==> src/hw/rtl/ttpfr_pkg.sv <==
// ----------------------------------------------------------------------------
// ttpfr_pkg
// Shared constants, types and the 5x8 font ROM of the text page renderer.
// ----------------------------------------------------------------------------
package ttpfr_pkg;

  localparam int PAGES_DEF   = 8;
  localparam int COLUMNS_DEF = 128;
  localparam int GLYPH_W     = 5;
  localparam int DRAW_STEPS  = 2 * GLYPH_W;

  localparam logic [7:0] ADVANCE    = 8'd6;
  localparam logic [7:0] LINE_STEP  = 8'd8;
  localparam logic [7:0] NEWLINE    = 8'd10;

  localparam logic [1:0] KIND_CLEAR  = 2'd0;
  localparam logic [1:0] KIND_RENDER = 2'd1;
  localparam logic [1:0] KIND_READ   = 2'd2;

  typedef struct packed {
    logic                          found;
    logic [GLYPH_W-1:0][7:0]       cols;
  } glyph_t;

  typedef struct packed {
    logic accept;
    logic sweep;
    logic draw;
    logic rd_item;
    logic finish;
  } cmd_t;

  typedef struct packed {
    logic in_clear;
    logic in_draw;
    logic in_read;
    logic sweep_last;
    logic step_last;
    logic out_free;
  } sts_t;

  function automatic glyph_t mk_glyph(input logic [7:0] c0, input logic [7:0] c1,
                                      input logic [7:0] c2, input logic [7:0] c3,
                                      input logic [7:0] c4);
    glyph_t g;
    g.found   = 1'b1;
    g.cols[0] = c0;
    g.cols[1] = c1;
    g.cols[2] = c2;
    g.cols[3] = c3;
    g.cols[4] = c4;
    return g;
  endfunction

  function automatic glyph_t font_lookup(input logic [7:0] code);
    glyph_t g;
    g = '0;
    unique case (code)
      8'd48:  g = mk_glyph(8'h3E, 8'h51, 8'h49, 8'h45, 8'h3E);
      8'd49:  g = mk_glyph(8'h44, 8'h42, 8'h7F, 8'h40, 8'h40);
      8'd50:  g = mk_glyph(8'h42, 8'h61, 8'h51, 8'h49, 8'h46);
      8'd51:  g = mk_glyph(8'h22, 8'h41, 8'h49, 8'h49, 8'h36);
      8'd52:  g = mk_glyph(8'h18, 8'h14, 8'h12, 8'h7F, 8'h10);
      8'd53:  g = mk_glyph(8'h27, 8'h45, 8'h45, 8'h45, 8'h39);
      8'd54:  g = mk_glyph(8'h3E, 8'h49, 8'h49, 8'h49, 8'h32);
      8'd55:  g = mk_glyph(8'h01, 8'h71, 8'h09, 8'h05, 8'h03);
      8'd56:  g = mk_glyph(8'h36, 8'h49, 8'h49, 8'h49, 8'h36);
      8'd57:  g = mk_glyph(8'h26, 8'h49, 8'h49, 8'h49, 8'h3E);
      8'd65:  g = mk_glyph(8'h7E, 8'h11, 8'h11, 8'h11, 8'h7E);
      8'd73:  g = mk_glyph(8'h00, 8'h00, 8'h7F, 8'h00, 8'h00);
      8'd79:  g = mk_glyph(8'h3E, 8'h41, 8'h41, 8'h41, 8'h3E);
      8'd80:  g = mk_glyph(8'h7F, 8'h09, 8'h09, 8'h09, 8'h06);
      8'd82:  g = mk_glyph(8'h7F, 8'h09, 8'h09, 8'h09, 8'h76);
      8'd83:  g = mk_glyph(8'h46, 8'h49, 8'h49, 8'h49, 8'h31);
      8'd85:  g = mk_glyph(8'h3F, 8'h40, 8'h40, 8'h40, 8'h3F);
      8'd86:  g = mk_glyph(8'h1F, 8'h20, 8'h40, 8'h20, 8'h1F);
      8'd87:  g = mk_glyph(8'h7F, 8'h20, 8'h18, 8'h20, 8'h7F);
      8'd97:  g = mk_glyph(8'h20, 8'h54, 8'h54, 8'h54, 8'h78);
      8'd101: g = mk_glyph(8'h38, 8'h54, 8'h54, 8'h54, 8'h18);
      8'd102: g = mk_glyph(8'h08, 8'h7E, 8'h09, 8'h01, 8'h02);
      8'd103: g = mk_glyph(8'h18, 8'hA4, 8'hA4, 8'hA4, 8'h7C);
      8'd105: g = mk_glyph(8'h00, 8'h44, 8'h7D, 8'h40, 8'h00);
      8'd108: g = mk_glyph(8'h00, 8'h00, 8'h7F, 8'h00, 8'h00);
      8'd109: g = mk_glyph(8'h7C, 8'h04, 8'h78, 8'h04, 8'h7C);
      8'd110: g = mk_glyph(8'h7C, 8'h08, 8'h04, 8'h04, 8'h78);
      8'd115: g = mk_glyph(8'h48, 8'h54, 8'h54, 8'h54, 8'h20);
      8'd116: g = mk_glyph(8'h04, 8'h3F, 8'h44, 8'h40, 8'h20);
      8'd122: g = mk_glyph(8'h44, 8'h64, 8'h54, 8'h4C, 8'h44);
      8'd32:  g = mk_glyph(8'h00, 8'h00, 8'h00, 8'h00, 8'h00);
      8'd44:  g = mk_glyph(8'h00, 8'hA0, 8'h60, 8'h00, 8'h00);
      8'd58:  g = mk_glyph(8'h00, 8'h6C, 8'h6C, 8'h00, 8'h00);
      8'd45:  g = mk_glyph(8'h00, 8'h10, 8'h10, 8'h10, 8'h00);
      8'd46:  g = mk_glyph(8'h00, 8'h60, 8'h60, 8'h00, 8'h00);
      default: g = '0;
    endcase
    return g;
  endfunction

endpackage

==> src/hw/rtl/ttpfr_ctrl.sv <==
// ----------------------------------------------------------------------------
// ttpfr_ctrl
// Sequencer: initial and clear store sweeps, item dispatch, draw steps, store read and result hand-off.
// ----------------------------------------------------------------------------
module ttpfr_ctrl
  import ttpfr_pkg::*;
(
  input  logic clk,
  input  logic rst,
  input  logic in_valid,
  output logic in_ready,
  input  sts_t sts,
  output cmd_t cmd
);

  typedef enum logic [5:0] {
    S_INIT  = 6'b000001,
    S_IDLE  = 6'b000010,
    S_CLEAR = 6'b000100,
    S_DRAW  = 6'b001000,
    S_READ  = 6'b010000,
    S_DONE  = 6'b100000
  } state_t;

  state_t state;
  state_t state_next;

  always_ff @(posedge clk) begin
    if (rst) begin
      state <= S_INIT;
    end else begin
      state <= state_next;
    end
  end

  always_comb begin
    state_next = state;
    cmd        = '0;
    in_ready   = 1'b0;
    unique case (state)
      S_INIT: begin
        cmd.sweep = 1'b1;
        if (sts.sweep_last) begin
          state_next = S_IDLE;
        end
      end
      S_IDLE: begin
        in_ready = 1'b1;
        if (in_valid) begin
          cmd.accept = 1'b1;
          priority if (sts.in_clear) begin
            state_next = S_CLEAR;
          end else if (sts.in_draw) begin
            state_next = S_DRAW;
          end else if (sts.in_read) begin
            state_next = S_READ;
          end else begin
            state_next = S_DONE;
          end
        end
      end
      S_CLEAR: begin
        cmd.sweep = 1'b1;
        if (sts.sweep_last) begin
          state_next = S_DONE;
        end
      end
      S_DRAW: begin
        cmd.draw = 1'b1;
        if (sts.step_last) begin
          state_next = S_DONE;
        end
      end
      S_READ: begin
        cmd.rd_item = 1'b1;
        state_next  = S_DONE;
      end
      S_DONE: begin
        if (sts.out_free) begin
          cmd.finish = 1'b1;
          state_next = S_IDLE;
        end
      end
      default: begin
        state_next = S_INIT;
      end
    endcase
  end

endmodule

==> config.mk <==
export PLATFORM = sky130hd
export DESIGN_NAME = ttpfr_ctrl
export DESIGN_NICKNAME = d
export VERILOG_FILES = /design/src/hw/rtl/ttpfr_pkg.sv /design/src/hw/rtl/ttpfr_ctrl.sv
export SDC_FILE = /design/constraint.sdc
export NUM_CORES = 1
export LEC_CHECK = 0
export BUFFER_PORTS_ARGS = -buffer_cell sky130_fd_sc_hd__buf_4
export CAP_MARGIN = 15
export CORE_MARGIN = 8
export CORE_UTILIZATION = 35
export CTS_CLUSTER_SIZE = 28
export DETAILED_ROUTE_END_ITERATION = 7
export GPL_ROUTABILITY_DRIVEN = 0
export HOLD_SLACK_MARGIN = 0.15
export REMOVE_ABC_BUFFERS = 1
export SLEW_MARGIN = 20
export SYNTH_ARGS = -nofsm -noshare
export SYNTH_HDL_FRONTEND = slang
export SYNTH_SLANG_ARGS = --single-unit
==> constraint.sdc <==
create_clock -name clk -period 1.8 [get_ports clk]
set_input_delay 0.18 -clock clk [delete_from_list [all_inputs] [get_ports clk]]
set_output_delay 0.18 -clock clk [all_outputs]
set_load 0.01 [all_outputs]
======== Yosys cells after proc, flatten, opt, wreduce, memory -nomap -nowiden ========
Index checks and enable logic that the tools add are counted.
word-level totals
  flip-flop bits (word level) ............. 6
  latch bits .............................. 0
  memory bits (writable) .................. 0
  memory bits (read-only) ................. 0
  input bits .............................. 9
  output and inout bits ................... 6
  logic and storage cells ................. 31
  memories ................................ 0
cells by class
  add/sub/neg operators ................... 0
  multiply operators ...................... 0
  div/mod/pow operators ................... 0
  magnitude comparators ................... 0
  equal/unequal tests ..................... 11
  shift-type cells ........................ 0
  muxes and demuxes ....................... 17
  bitwise logic cells ..................... 0
  reductions and logical operators ........ 2
operators with widths
  kind                                                 count
  2-to-1 mux 6 bit                                     8
  case mux 6 bit (6 select lines)                      1
  inequality test 2 bit, second input constant         5
  2-to-1 mux 1 bit                                     8
  equality test 6 x 1 -> 1 bit, second input constant  1
  equality test 6 x 2 -> 1 bit, second input constant  1
  equality test 6 x 3 -> 1 bit, second input constant  1
  equality test 6 x 4 -> 1 bit, second input constant  1
  equality test 6 x 5 -> 1 bit, second input constant  1
  equality test 6 bit, second input constant           1
  AND reduction 5 bit                                  1
  OR reduction 2 bit                                   1

======== Depth between registers and ports, before layout ========
Gate-level depths: netlist of run 1.
  depth after elaboration ................. 5
  depth in mapped cells ................... 5
  depth with buffers taken out ............ 4

======== Worst setup path after synthesis of run 1 ========
No wires, ideal clock.
  path kind ............................... register to register
  start point ............................. register state[0]
  end point ............................... register state[5]
  library setup time ...................... 0.137 ns
  arrival ................................. 1.525 ns
  data required time ...................... 1.663 ns
  path slack .............................. 0.138 ns
  stages on the path, launching flop included .. 6
  path buffers ............................ 1
  period minus slack after synthesis ...... 1.662 ns
  cells stage by stage .................... dfxtp_1 > buf_2 > or4_2 > nor3_1 > or2_2 > a2111oi_2
on the way
  cells in the longest elaborated chain, start to end .. 3
  elaborated cells on any way between the ends .. 13
  classes of those cells .................. eq/ne (11); mux (1); reduce/logical (1)
ends and longest elaborated chain
  what                                                  line              source
  start, declared                                       ttpfr_ctrl.sv:25  state_t state;
  start signal, assigned                                ttpfr_ctrl.sv:32  state <= state_next;
  equality test 6 x 1 -> 1 bit (tied with other cells)  ttpfr_ctrl.sv:40  unique case (state)
  inequality test 2 bit (no source line)                -
  AND reduction 5 bit (no source line)                  -
Several ways; a longest one is shown, not always the timed one.
A chain may end at the register's enable or synchronous reset.

======== Worst setup path in the final report of run 1 ========
  start point ............................. register state[4]
  end point ............................... register state[5]
The elaborated chain is that of the path after synthesis.

==> results of run 1 <==
==> cells in the final DEF, fill, tap and decap left out <==
cell | synthesis | final
a31oi_1 | 2 | 2
inv_1 | 2 | 2
nor4_4 | 1 | 1
nor2_1 | 8 | 8
clkbuf_4 | 0 | 3
or3_4 | 1 | 1
nor3_2 | 1 | 1
nand3b_1 | 1 | 1
or4_4 | 1 | 2
buf_4 | 0 | 22
xnor2_1 | 3 | 3
nor3_4 | 2 | 2
or2b_1 | 1 | 1
dfxtp_1 | 6 | 6
nor3_1 | 5 | 5
a221o_2 | 1 | 1
or2_2 | 1 | 1
nor4b_1 | 2 | 2
nand2b_1 | 2 | 2
o31ai_1 | 2 | 2
nor3b_2 | 0 | 1
a2111oi_2 | 1 | 1
a32oi_1 | 1 | 1
nor4_2 | 1 | 1
nor4_1 | 2 | 2
and2_1 | 1 | 1
nand3_1 | 2 | 2
dlygate4sd3_1 | 0 | 1
==> layout make-up <==
| type | count | share of cell area [%] |
|---|---|---|
| Clock buffer | 3 | 3.26 |
| Inverter | 2 | 1.09 |
| Multi-Input combinational cell | 44 | 50.2 |
| Sequential cell | 6 | 17.4 |
| Tap cell | 15 | 2.72 |
| Timing Repair Buffer | 23 | 25.4 |
==> worst reg2reg max path, cell delays in order (launching register included) <==
cell and delay, ns:
dfxtp_1 0.38, or3_4 0.40, nor3_4 0.20, buf_4 0.17
nand3b_1 0.10, a2111oi_2 0.36
==> through the flow <==
step | power [W] | area [µm²] | util [%] | instances | hold slack [ns]
finish | 0.000586 | 691 | 51.8 | 93 | 0.191
global route | 0.000627 | 691 | 51.8 | 93 | 0.221
CTS | 0.000584 | 681 | 51.0 | 92 | 0.186
detailed placement | 0.000458 | 643 | 48.2 | 88 | 0.379
global placement | 0.000457 | 643 | 48.2 | 88 | 0.378
floorplan | 0.000347 | 467 | - | 52 | 0.252
==> cells in the mapped netlist, drive strengths merged <==
cell type | number | area share [%]
nor2 | 8 | 5.9
nor3 | 8 | 13
dfxtp | 6 | 24
buf | 4 | 7.6
nor4 | 4 | 9.1
xnor2 | 3 | 5.2
a31oi | 2 | 2.5
inv | 2 | 1.5
nand2b | 2 | 2.5
nand3 | 2 | 2.0
nor4b | 2 | 3.4
o31ai | 2 | 2.9
or4 | 2 | 3.9
a2111oi | 1 | 2.9
a221o | 1 | 2.2
a32oi | 1 | 1.7
and2 | 1 | 1.2
clkbuf | 1 | 0.74
nand3b | 1 | 1.5
nor3b | 1 | 1.5
or2 | 1 | 1.2
or2b | 1 | 1.5
or3 | 1 | 2.2
==> what timing repair did <==
action	CTS	global route
hold buffers	1	0
endpoints found under the hold margin	2	0
pin swaps	0	1
setup buffers	0	1
resized for setup	1	1
setup endpoints to repair	1	2
==> power by group through the flow <==
stage	logic, W	registers, W	clock network [W]
after floorplan	0.000170	0.000177	0
after CTS	0.000301	0.000159	0.000123
after detailed placement	0.000297	0.000161	0
final	0.000309	0.000160	0.000117
after global placement	0.000296	0.000161	0
after global routing	0.000337	0.000161	0.000129
==> routing by layer <==
layer | global-route usage, % | wire (µm) | vias up
li1 | - | - | 257
met1 | 11.3 | 555 | 226
met2 | 13.4 | 525 | 17
met3 | 1.93 | 89 | 2
met4 | 3.69 | 8 | 0
met5 | 0 | 0 | -
==> how the worst min path moves through the flow <==
stage	endpoint	slack, ns
detailed placement	state[2]	0.38
global route	state[4]	0.22
CTS	state[4]	0.19
finish	state[4]	0.19
floorplan	state[2]	0.25
global placement	state[2]	0.38
==> cells by family after synthesis <==
logic type	count (synthesis)	share of synthesized area, %
xor+xnor	3	5.16
compound gates	7	12.3
buf+inv	7	9.83
flops	6	23.6
simple gates	34	49.1
==> summary.md, run 1 <==
| Metric | Value |
|---|---|
| Status | `finished clean` |
| Port bufs | `14` |
| Number of DRC markers in iteration 0 | `6` |
| Setup crit end | `state[5]` |
| Register bank with the most flops | `state` |
| Die ar. | `2930 µm²` |
| Fin. Hold Viols | `0` |
| Reg2reg end | `state[5]` |
| FILL cells | `135` |
| Register area | `120 µm²` |
| Clk_lat worst skew | `0.24 ns` |
| RSZ-0062 raised after global routing | `false` |
| Count of maximum capacitance violations | `0` |
| Largest register FFs | `6` |
| Ys Warns | `0` |
| Synth cell types | `29` |
| Largest net degree at the start of global routing | `10` |
| P_leak | `0.279 nW` |
| Critical-path cell list | `or3_4 > nor3_4 > buf_4 > nand3b_1 > a2111oi_2` |
| Internal reg-to-reg setup slack | `0.1 ns` |
| Pwr dens | `849 nW/µm²` |
| Seq/Total Area, Yosys | `23.6%` |
| H-tree Lvls | `1` |
| Core Footprint | `1330 µm²` |
| Setup Crit Path Kind | `flip-flop to flip-flop` |
| Multi-input logic area | `347 µm²` |
| # IOs | `15` |
| Hold path start | `sts[3]` |
| Minimum clock period | `1.70 ns` |
| Hold depth | `3` |
| Delay of the slowest critical-path stage | `0.40 ns` |
| Total CTS buffers | `3` |
| Sequential power share | `27.3%` |
| Internal | `0.000387 W` |
| Sw Share | `34.0%` |
| Worst setup margin | `0.0962 ns` |
| Type of the worst min-delay path | `primary input to flip-flop` |
| DR pass1 iterations | `4` |
| FF+latch count, synth | `6` |
| Slew headroom | `75.6%` |
| Row count | `13` |
| Sink Count | `6` |
| Vias per cell | `5.40` |
| TritonCTS clock tree | `yes` |
| Final period util | `94.7%` |
| Switching Power | `0.000200 W` |
| Crit. path cell count | `5` |
| Required @ worst endpoint | `1.93 ns` |
| Setup crit start kind | `flip-flop` |
| All-Layer GR Usage | `8.67%` |
| Combinational share of power | `52.7%` |
| Post-synthesis cell count | `57` |
| Congestion Overflow GR | `0` |
| Max Root-Sink Buffers | `2` |
| Measured slew at the worst slew-check pin | `0.360 ns` |
| CP max stage cell | `or3_4` |
| Largest registers | `state x6` |
| R2R cell count | `5` |
| Initial antenna violation count | `0` |
| Area grow syn2layout | `35.6%` |
| Final wirelength | `1180 µm` |
| Critical Path End Type | `flip-flop` |
| Fmax | `587 MHz` |
| Routed len/inst | `12.7 µm` |
| Die height | `54.1 µm` |
| ANT cells | `0` |
| Clock slew at reported path FFs | `0.04 ns` |
| Critical Path AT | `1.83 ns` |
| Critical R2R Launch | `state[4]` |
| Final Max Slew Viols | `0` |
| Initial Utilization | `38.2%` |
| Post-DP HPWL | `992 µm` |
| Final setup viols | `0` |
| Syn_area_per_cell | `8.93 µm²` |
| Cell Area, Synth | `509 µm²` |
| Share of cells above drive strength 1 | `47.4%` |
| Post-placement setup slack | `0.139 ns` |
| WP buf/inv | `1` |
| Sum of negative setup slack | `0 ns` |
| Detailed-route via count | `502` |
| Critical Path Source | `state[4]` |
| Largest fanout on the critical path | `9` |
| First-pass GRT wire length | `1960 µm` |
| Post-route ant nets | `0` |
| Clk root buf | `clkbuf_4` |
| Crit path max-delay family | `simple AND/OR/NAND/NOR gates` |
| # DRC | `0` |
| Clock power frac | `20.0%` |
| Die outline width | `54.1 µm` |
| Worst Skew | `0.00302 ns` |
| Final net count | `89` |
| VDD IR-drop max | `599 µV` |
| Vias in the first global route | `476` |
No activity file was read; power rests on OpenSTA's default activity.
==> run 2, diff against run 1 <==
Settings changed: ABC_AREA from default to 1.
==> summary.md, run 2 <==
| Metric | Value |
|---|---|
| Count of maximum capacitance violations | `0 (unchanged)` |
| Vias per cell | `4.92 (was 5.40)` |
| Clk root buf | `clkbuf_4 (unchanged)` |
| Final Util | `46.0% (was 51.8%)` |
| Power Total | `0.000768 W (was 0.000586 W)` |
| Vias in the first global route | `588 (was 476)` |
| Type of the worst min-delay path | `primary input to flip-flop (unchanged)` |
| ANT cells | `0 (unchanged)` |
| RSZ-0062 raised after global routing | `false (unchanged)` |
| Final wirelength | `1350 µm (was 1180 µm)` |
| Required @ worst endpoint | `1.62 ns (was 1.93 ns)` |
| Die height | `54.6 µm (was 54.1 µm)` |
| CP max stage cell | `dfxtp_1 (was or3_4)` |
| Clock slew at reported path FFs | `0.05 ns (was 0.04 ns)` |
| VDD IR-drop max | `298 µV (was 599 µV)` |
| Critical Path Source | `state[0] (was state[4])` |
| Syn_area_per_cell | `6.44 µm² (was 8.93 µm²)` |
| Fmax | `686 MHz (was 587 MHz)` |
| Critical-path cell list | `nor2_2 > and2_4 > nand2_1 > nor2_1 > buf_4 (was or3_4 > nor3_4 > buf_4 > nand3b_1 > a2111oi_2)` |
| Area grow syn2layout | `28.3% (was 35.6%)` |
| Port bufs | `14 (unchanged)` |
| TritonCTS clock tree | `yes (unchanged)` |
| Met2 Track Usage GR | `19.6% (was 13.4%)` |
| Commonest cells after routing, fill and taps aside | `inv_1 (20), buf_4 (14), nor2_1 (13), nand2_1 (8) (was buf_4 (22), nor2_1 (8), dfxtp_1 (6), nor3_1 (5))` |
| Synth cell types | `18 (was 29)` |
| Initial antenna violation count | `0 (unchanged)` |
| Sum of negative setup slack | `0 ns (unchanged)` |
| Register area | `120 µm² (unchanged)` |
| Die ar. | `2980 µm² (was 2930 µm²)` |
| Cell Area, Synth | `522 µm² (was 509 µm²)` |
| Fin. Hold Viols | `0 (unchanged)` |
| P_leak | `0.402 nW (was 0.279 nW)` |
| Met1 Use GR | `11.8% (was 11.3%)` |
| Post-synth top cells | `inv_1 (20), nor2_1 (13), nand2_1 (8) (was nor2_1 (8), dfxtp_1 (6), nor3_1 (5), buf_6 (3), xnor2_1 (3))` |
| Final period util | `81.0% (was 94.7%)` |
| Max Root-Sink Buffers | `2 (unchanged)` |
| Final net count | `109 (was 89)` |
| Commonest non-fill, non-tap cell in the layout | `inv_1 (was buf_4)` |
| Post-synth top flop | `dfxtp_1 (unchanged)` |
| Initial Utilization | `35.9% (was 38.2%)` |
| DR pass1 iterations | `4 (unchanged)` |
| Total CTS buffers | `3 (unchanged)` |
| Clk_lat worst skew | `0.24 ns (about the same)` |
| Asr flop ratio synth | `0% (unchanged)` |
| Measured slew at the worst slew-check pin | `0.239 ns (was 0.360 ns)` |
| Post-DP HPWL | `1180 µm (was 992 µm)` |
| # DRC | `0 (unchanged)` |
| Hold_buf cts | `0 (was 1)` |
| FF+latch count, synth | `6 (unchanged)` |
| EDFF count, synth | `0 (unchanged)` |
| H-tree Lvls | `1 (unchanged)` |
| Final setup viols | `0 (unchanged)` |
| All-Layer GR Usage | `10.9% (was 8.67%)` |
| Detailed-route via count | `561 (was 502)` |
| Die outline width | `54.6 µm (was 54.1 µm)` |
| Hold endpoint | `state[5] (was state[4])` |
| Met3 GRT Util | `4.08% (was 1.93%)` |
| Hold path start | `rst (was sts[3])` |
| # IOs | `15 (unchanged)` |
| Delay of the slowest critical-path stage | `0.32 ns (was 0.40 ns)` |
| Top-count cell post-synth | `inv_1 (was nor2_1)` |
| Row count | `14 (was 13)` |
| Postcts setup bufs | `0 (unchanged)` |
| Final Max Slew Viols | `0 (unchanged)` |
| Top Usage Layer GRT | `met2 (unchanged)` |
| Critical Path AT | `1.28 ns (was 1.83 ns)` |
| Share of cells above drive strength 1 | `37.8% (was 47.4%)` |
| Number of DRC markers in iteration 0 | `10 (was 6)` |
| Sink Count | `6 (unchanged)` |
| Critical R2R Launch | `state[1] (was state[4])` |
| Seq/Total Area, Yosys | `23.0% (was 23.6%)` |
| Status | `finished clean (unchanged)` |
| Pwr dens | `1150 nW/µm² (was 849 nW/µm²)` |
| Worst Skew | `0.00742 ns (was 0.00302 ns)` |
| Congestion Overflow GR | `0 (unchanged)` |
| Hold depth | `4 (was 3)` |
| Post-route ant nets | `0 (unchanged)` |
| Top cell type's share of synthesized area | `23.0% (was 23.6%)` |
| Register bank with the most flops | `state (unchanged)` |
| Routed len/inst | `11.8 µm (was 12.7 µm)` |
| Minimum clock period | `1.46 ns (was 1.70 ns)` |
| Design Area, Final | `669 µm² (was 691 µm²)` |
| Largest registers | `state x6 (unchanged)` |
| Post-route insts no fill | `114 (was 93)` |
| Core Footprint | `1450 µm² (was 1330 µm²)` |
| Multi-input logic area | `319 µm² (was 347 µm²)` |
| Leading area contributor after synthesis | `dfxtp_1 (unchanged)` |
| Inst Count DP | `111 (was 88)` |
| FILL cells | `163 (was 135)` |
| Reg2reg end | `state[2] (was state[5])` |
| Ys Warns | `0 (unchanged)` |
| First-pass GRT wire length | `2440 µm (was 1960 µm)` |
| Internal reg-to-reg setup slack | `0.53 ns (was 0.1 ns)` |
| Post-CTS sizing | `0 (was 1)` |
| R2R cell count | `9 (was 5)` |
| Critical Path End Type | `output port (was flip-flop)` |
| Top post-synthesis cells by area | `dfxtp_1 (23%), inv_1 (14%), nor2_1 (9.4%) (was dfxtp_1 (24%), buf_6 (6.6%), nor3_4 (6.4%))` |
| Post-synthesis cell count | `81 (was 57)` |
| Setup Crit Path Kind | `flip-flop to output port (was flip-flop to flip-flop)` |
| Setup crit start kind | `flip-flop (unchanged)` |
| Largest register FFs | `6 (unchanged)` |
| Largest fanout on the critical path | `5 (was 9)` |
| Largest net degree at the start of global routing | `8 (was 10)` |
| Slew headroom | `84.0% (was 75.6%)` |
| Placed cell area | `647 µm² (was 643 µm²)` |
-- run 2: area by class of cell --
class	count	area share [%]
multi-input cells	53	47.7
flip-flops and latches	6	17.9
repair buffers	14	15.7
inverters	22	12.3
clock buffers	3	3.36
well taps	16	2.99
-- run 2: worst max-delay path by stage --
| stage | to | slack (ns) | depth (start not counted) |
|---|---|---|---|
| global route | cmd[0] | 0.22 | 5 |
| detailed placement | state[2] | 0.55 | 9 |
| floorplan | state[2] | 0.68 | 8 |
| finish | cmd[0] | 0.34 | 5 |
| CTS | cmd[0] | 0.33 | 5 |
| global placement | state[2] | 0.53 | 9 |
-- run 2: critical path, delay by kind of cell (launching register included) --
| family | cells | cell delay, ns |
|---|---|---|
| flip-flops | 1 | 0.32 |
| AND/OR/NAND/NOR | 4 | 0.59 |
| buffers and inverters | 1 | 0.12 |
-- run 2: cell families after synthesis --
group           Yosys count  synth area share [%]
flops                     6                  23.0
compound gates            2                  3.12
buf+inv                  22                  15.8
simple gates             51                  58.0
-- run 2: metrics by stage --
step | setup WS [ns] | hold WS, ns
floorplan | 0.681 | 0.331
global placement | 0.535 | 0.450
detailed placement | 0.545 | 0.448
CTS | 0.335 | 0.194
global route | 0.216 | 0.204
finish | 0.342 | 0.202
-- run 2: routing by layer --
metal / share of wire, % / vias to the layer above
met3: 7.7 / 0
met5: 0 / -
met1: 39 / 258
li1: - / 285
met2: 53 / 18
met4: 0 / 0
-- run 2: power breakdown --
group          switching (W)  internal, W  total, W
registers          0.0000356     0.000167  0.000203
logic               0.000272     0.000173  0.000445
clock network      0.0000446    0.0000752  0.000120
total               0.000352     0.000416  0.000768
